File: src/rtl/dcos_pkg.sv
package dcos_pkg;

   // default store geometry
   localparam int MAX_WIDTH_DEF  = 1024;
   localparam int MAX_HEIGHT_DEF = 512;

   // result queue depth (power of two)
   localparam int RSP_DEPTH   = 16;
   localparam int RSP_PTR_W   = $clog2(RSP_DEPTH);
   localparam int RSP_CNT_W   = RSP_PTR_W + 1;

   localparam int CSR_IDX_W   = 3;
   localparam int CSR_DATA_W  = 32;

   typedef enum logic [CSR_IDX_W-1:0] {
      REG_OCC_ENABLE   = 3'd0,
      REG_SHADOW_DIST  = 3'd1,
      REG_SHADOW_TMO   = 3'd2,
      REG_CENTER_X     = 3'd3,
      REG_CENTER_Y     = 3'd4,
      REG_INV_FOCAL_X  = 3'd5,
      REG_INV_FOCAL_Y  = 3'd6,
      REG_IMAGE_WIDTH  = 3'd7
   } csr_reg_type;

   // one shadow store entry; depth 0 means empty
   typedef struct packed {
      logic [15:0] depth;
      logic [31:0] stamp;
      logic [23:0] x;
      logic [23:0] y;
      logic [23:0] rgb;
   } entry_type;

   // one result word
   typedef struct packed {
      logic [23:0] x;
      logic [23:0] y;
      logic [15:0] z;
      logic [23:0] color;
      logic        is_shadow;
      logic        last;
   } point_type;

   // truncated magnitude to signed 24-bit with clamp
   function automatic logic [23:0] sat_coord(input logic neg, input logic [27:0] q);
      logic [23:0] r;
      if (neg) begin
         if (q > 28'd8388608) r = 24'h800000;
         else                 r = 24'(~q[23:0] + 24'd1);
      end else begin
         if (q > 28'd8388607) r = 24'h7FFFFF;
         else                 r = q[23:0];
      end
      return r;
   endfunction

endpackage

File: src/rtl/dcos_rsp_fifo.sv
module dcos_rsp_fifo (
   input  logic                                clock,
   input  logic                                reset,
   input  logic [1:0]                          push_n,
   input  dcos_pkg::point_type                 push_a,
   input  dcos_pkg::point_type                 push_b,
   output logic [dcos_pkg::RSP_CNT_W-1:0]      count,
   output logic                                rsp_valid,
   input  logic                                rsp_stall,
   output dcos_pkg::point_type                 head
);
   import dcos_pkg::*;

   point_type              slot_ff [RSP_DEPTH];
   logic [RSP_PTR_W-1:0]   wp_ff, rp_ff;
   logic [RSP_CNT_W-1:0]   cnt_ff;
   logic                   pop;

   assign pop = (cnt_ff != '0) && !rsp_stall;

   // up to two words in, one out
   always_ff @(posedge clock) begin
      if (reset) begin
         wp_ff  <= '0;
         rp_ff  <= '0;
         cnt_ff <= '0;
      end else begin
         wp_ff  <= wp_ff + RSP_PTR_W'(push_n);
         rp_ff  <= rp_ff + RSP_PTR_W'(pop);
         cnt_ff <= cnt_ff + RSP_CNT_W'(push_n) - RSP_CNT_W'(pop);
      end
   end

   always_ff @(posedge clock) begin
      if (push_n != 2'd0) slot_ff[wp_ff] <= push_a;
      if (push_n == 2'd2) slot_ff[wp_ff + RSP_PTR_W'(1)] <= push_b;
   end

   assign count     = cnt_ff;
   assign rsp_valid = cnt_ff != '0;
   assign head      = slot_ff[rp_ff];

endmodule

File: config.mk
export PLATFORM = sky130hd
export DESIGN_NAME = dcos_rsp_fifo
export DESIGN_NICKNAME = d
export VERILOG_FILES = /design/src/rtl/dcos_pkg.sv /design/src/rtl/dcos_rsp_fifo.sv
export SDC_FILE = /design/constraint.sdc
export NUM_CORES = 2
export LEC_CHECK = 0
export BUFFER_PORTS_ARGS = -buffer_cell sky130_fd_sc_hd__buf_2
export CORE_MARGIN = 2
export CORE_UTILIZATION = 54
export CTS_CLUSTER_SIZE = 25
export DETAILED_ROUTE_END_ITERATION = 10
export PLACE_DENSITY = 0.75
export SLEW_MARGIN = 40
export SYNTH_ARGS = -nofsm -noshare
export SYNTH_HDL_FRONTEND = slang
export SYNTH_SLANG_ARGS = --single-unit
export TNS_END_PERCENT = 100
File: constraint.sdc
create_clock -name clock -period 10.2 [get_ports clock]
set_clock_uncertainty 0.1 [all_clocks]
set_input_delay 2.04 -clock clock [delete_from_list [all_inputs] [get_ports clock]]
set_output_delay 2.04 -clock clock [all_outputs]
set_load 0.005 [all_outputs]
# Word level (Yosys, flattened, before mapping)
# Memory sizes are Yosys's and may differ from the RTL's. A register that Yosys moved wholly into a read port is not among the register bits.
# Index checks and enable logic that the tools add are counted.
# op_classes
eq_ne	1
addsub	5
n_reduce_logical	4
n_mux	5
# ops
operator	n
$add A5 B2 Y5	1
$reduce_bool A5 Y1	1
$sub A5 B1 Y5	1
$add A4 B1 Y4	1
$add A4 B1 Y4 const B	1
$add A4 B2 Y4	1
$mux W1	4
$mux W4	1
$eq A2 B2 Y1 const B	1
$reduce_bool A2 Y1	1
$logic_and A1 B1 Y1	1
$logic_not A1 Y1	1
# word_totals
inputBits	185
memories	1
mem_bits_rw	1440
ff_bits	13
output_inout_bits	96
# memory_table
memory	depth	width	rd	rd_ports_with_merged_regs	write_ports	line	source
slot_ff	16	90	1	1	2	dcos_rsp_fifo.sv:14	point_type slot_ff [RSP_DEPTH];

# Longest topological paths before layout
# depth
word_depth	4
mapped_depth	13

# Worst setup path before layout
# Ideal clock, no wire load.
# synth_path
kind	input -> register
startpoint	input port push_n[0]
endpoint	memory slot_ff[1][0] in the netlist's numbering, enable pin
required_time_ns	9.451
path_stages	4
slack_ns	0.714
arrival_time_ns	8.737
cell_sequence	buf_2 -> mux2i_1 -> or2_2 -> nor3_1
# synth_lines
element	line	source
from (decl)	dcos_rsp_fifo.sv:4	input logic [1:0] push_n,
to (decl)	dcos_rsp_fifo.sv:14	

==> results.yml <==
run_status:
  status: "finished, final reports clean"
global_routing:
  grt_usage: 0.2917
  grt-ovfl-total: 0
  antenna_found_initial: 60
  grt_max_degree: 91
  top_usage_layer: "met2"
  grt_pass1_wl_mm: 290.3
  gr-usage-met3: 0.07678
  grt_pass1_vias: 41890
  gr-usage-met2: 0.4568
  grt_use_met1: 0.4067
routing:
  routed_wl_mm: 200.0
  drc_errors: 0
  dr.first_iter.drc_count: 5514
  ant_nets: 0
  dr.pass1.iters: 8
  wl_per_cell_um: 32.97
  via_count: 40590
  vias_per_cell: 6.691
cells_and_area:
  fillers: 9778
  fin_util: 0.6012
  layout_commonest_cell: "edfxtp_1"
  final-instance-count-excl-fill: 6066
  final_cell_mix: "1440 x edfxtp_1, 1278 x mux2_2, 360 x mux4_2"
  finalNetCount: 4359
  drive_above_1_share: 0.5443
  syn2layout_area_growth_pct: 10.44
yosys:
  syn_avg_cell_area_um2: 17.75
  ys_top_cells_by_area: "edfxtp_1 60%, mux2_2 20%, mux4_2 11%"
  synth_nets: 4290
  yosys_warnings: 0
  yosys.area.top_type: "edfxtp_1"
  netlist_instances: 4092
  ys_seq_area_frac: 0.5988
  yosysUniqueCellTypes: 37
  yosys_register_bits: 1453
  synth_area_um2: 72650
  synth_top_area_share: 0.5952
hold_path:
  hp-class: "reg2reg"
  hold_start: "rp_ff[2]"
worst_setup_path:
  reg2regPathDepth: 6
  r2r-start: "wp_ff[0]"
  crit_path_end: "head[70]"
  critPathCaptureType: "output port"
  required_ns: 8.06
  critPathLaunchType: "flip-flop"
  crit_start: "rp_ff[2]"
  r2r_slack_ns: 6.31
  reg2reg_to: "slot_ff[12][5]"
  timing_worst_setup_path_type: "reg2out"
  critPathMaxFanout: 43
  worstPathArrival_ns: 4.19
pwr:
  p_per_area_nw_per_um2: 190.9
  leakagePower_uw: 0.02627
  peakVddDrop_mv: 0.1822
  total_power_uw: 15320
die:
  die_width_um: 370.8
  rows: 134
  die_area_um2: 137500
  die_h_um: 370.8
  io_pins: 281
  initial_utilization: 0.5444
  core_area_um2: 133500
timing:
  finalSetupTns_ns: 0
  maxSlewViolCount: 0
  hold_viol: 0
  setup_viol: 0
  period_share: 0.6202
  maxSlewHeadroom: 0.3839
  rsz0062_at_grt: "false"
  finalCriticalPeriod_ns: 6.326
  fmax_ghz: 0.1581
  tightestPinTransition_ns: 0.9241
placement:
  hpwl_mm: 102.8
  portBuffers: 280
  routabilityCongestion: 0.7659
  numPlacedInstances: 5772
cts:
  cts-buffers-inserted: 153
  cts_tree: "done"
  clock_path_buffers: 3
  cts_resized: 0
  clock-sinks: 1453
  clk_latency_ns: 0.77
  cts_root_buf: "clkbuf_16"
  htreeDepth: 4
  cts.clk_slew.worst_paths_ns: 0.06
  hold_buffers: 0
  cts_setup_buffers: 0
flow_run:
  drv_cap: 0
registers in the layout, summed over array words and instances (netlist names):
name and count:
slot_ff 1440, rp_ff 4, count 5, wp_ff 4
final cells by class:
cell class / count / area [um2] / area share
sequential: 1453 / 43510 / 0.5423
multi-input combinational: 2174 / 27400 / 0.3416
clock buffer: 197 / 4153 / 0.05176
timing repair buffer: 365 / 2367 / 0.02951
tap: 1768 / 2212 / 0.02757
clock inverter: 76 / 486.7 / 0.006066
inverter: 14 / 52.55 / 0.0006550
antenna: 19 / 47.55 / 0.0005926
per-layer routing:
metal  wire length, um  vias up
li1                  -    16670
met1             79700    21310
met2             94940     2150
met3             20270      401
met4              4736       54
met5               333        -
kinds of logic (layout without fill, tap and decap cells):
family / after synthesis / count (layout) / synth area share
AOI/OAI and AO/OA: 189 / 189 / 0.01941
xor gates and xnor gates: 6 / 6 / 0.0007235
adders and majority gates: 13 / 13 / 0.002446
buffers and inverters: 465 / 652 / 0.02842
DFF: 1453 / 1453 / 0.5988
muxes: 1801 / 1801 / 0.3396
other: 0 / 19 / 0
and+or+nand+nor: 165 / 165 / 0.01063
how the worst min path moves through the flow:
stage | to | slack [ns] | cells after the start
5_1_grt | rp_ff[3] | 0.61 | 2
3_5_place_dp | rp_ff[2] | 0.56 | 2
4_1_cts | rp_ff[2] | 0.57 | 2
3_3_place_gp | rp_ff[2] | 0.54 | 2
2_1_floorplan | rp_ff[3] | 0.43 | 2
6_report | rp_ff[2] | 0.57 | 2
cell usage after synthesis, drive strengths merged:
cell type	instances
mux4	360
mux2i	1
a21o	3
nor2	25
nand2b	6
dfxtp	13
xor2	3
or4b	1
xnor2	3
mux2	1440
nor2b	11
o22ai	1
nor4	2
a21oi	3
nand3	2
ha	11
and2	3
nand2	104
clkbuf	271
a22oi	180
nor3b	1
inv	14
fa	2
o21bai	2
edfxtp	1440
or2	2
buf	180
nor3	8
stage by stage:
step,hold WS (ns),instance area [um2],setup slack [ns]
floorplan,0.4290,72650,0.7142
global placement,0.5428,75070,4.251
detailed placement,0.5642,75480,4.764
CTS,0.5650,80120,3.923
global route,0.6095,80200,3.762
finish,0.5705,80230,3.874
critical path, stage by stage, from the launching register on:
cell     delay, ns
dfxtp_1       0.52
nor2b_4       0.62
buf_4         0.71
buf_4         0.83
a22oi_1       0.22
nand2_1       0.30
buf_2         0.17
report_power, final:
group	internal [uW]	leakage, uW	switching (uW)
registers	6880	0.0132	107
logic	1490	0.0108	1560
clock network	2960	0.00225	2320
total	11300	0.0263	3980
(Power assumes the default switching activity.)
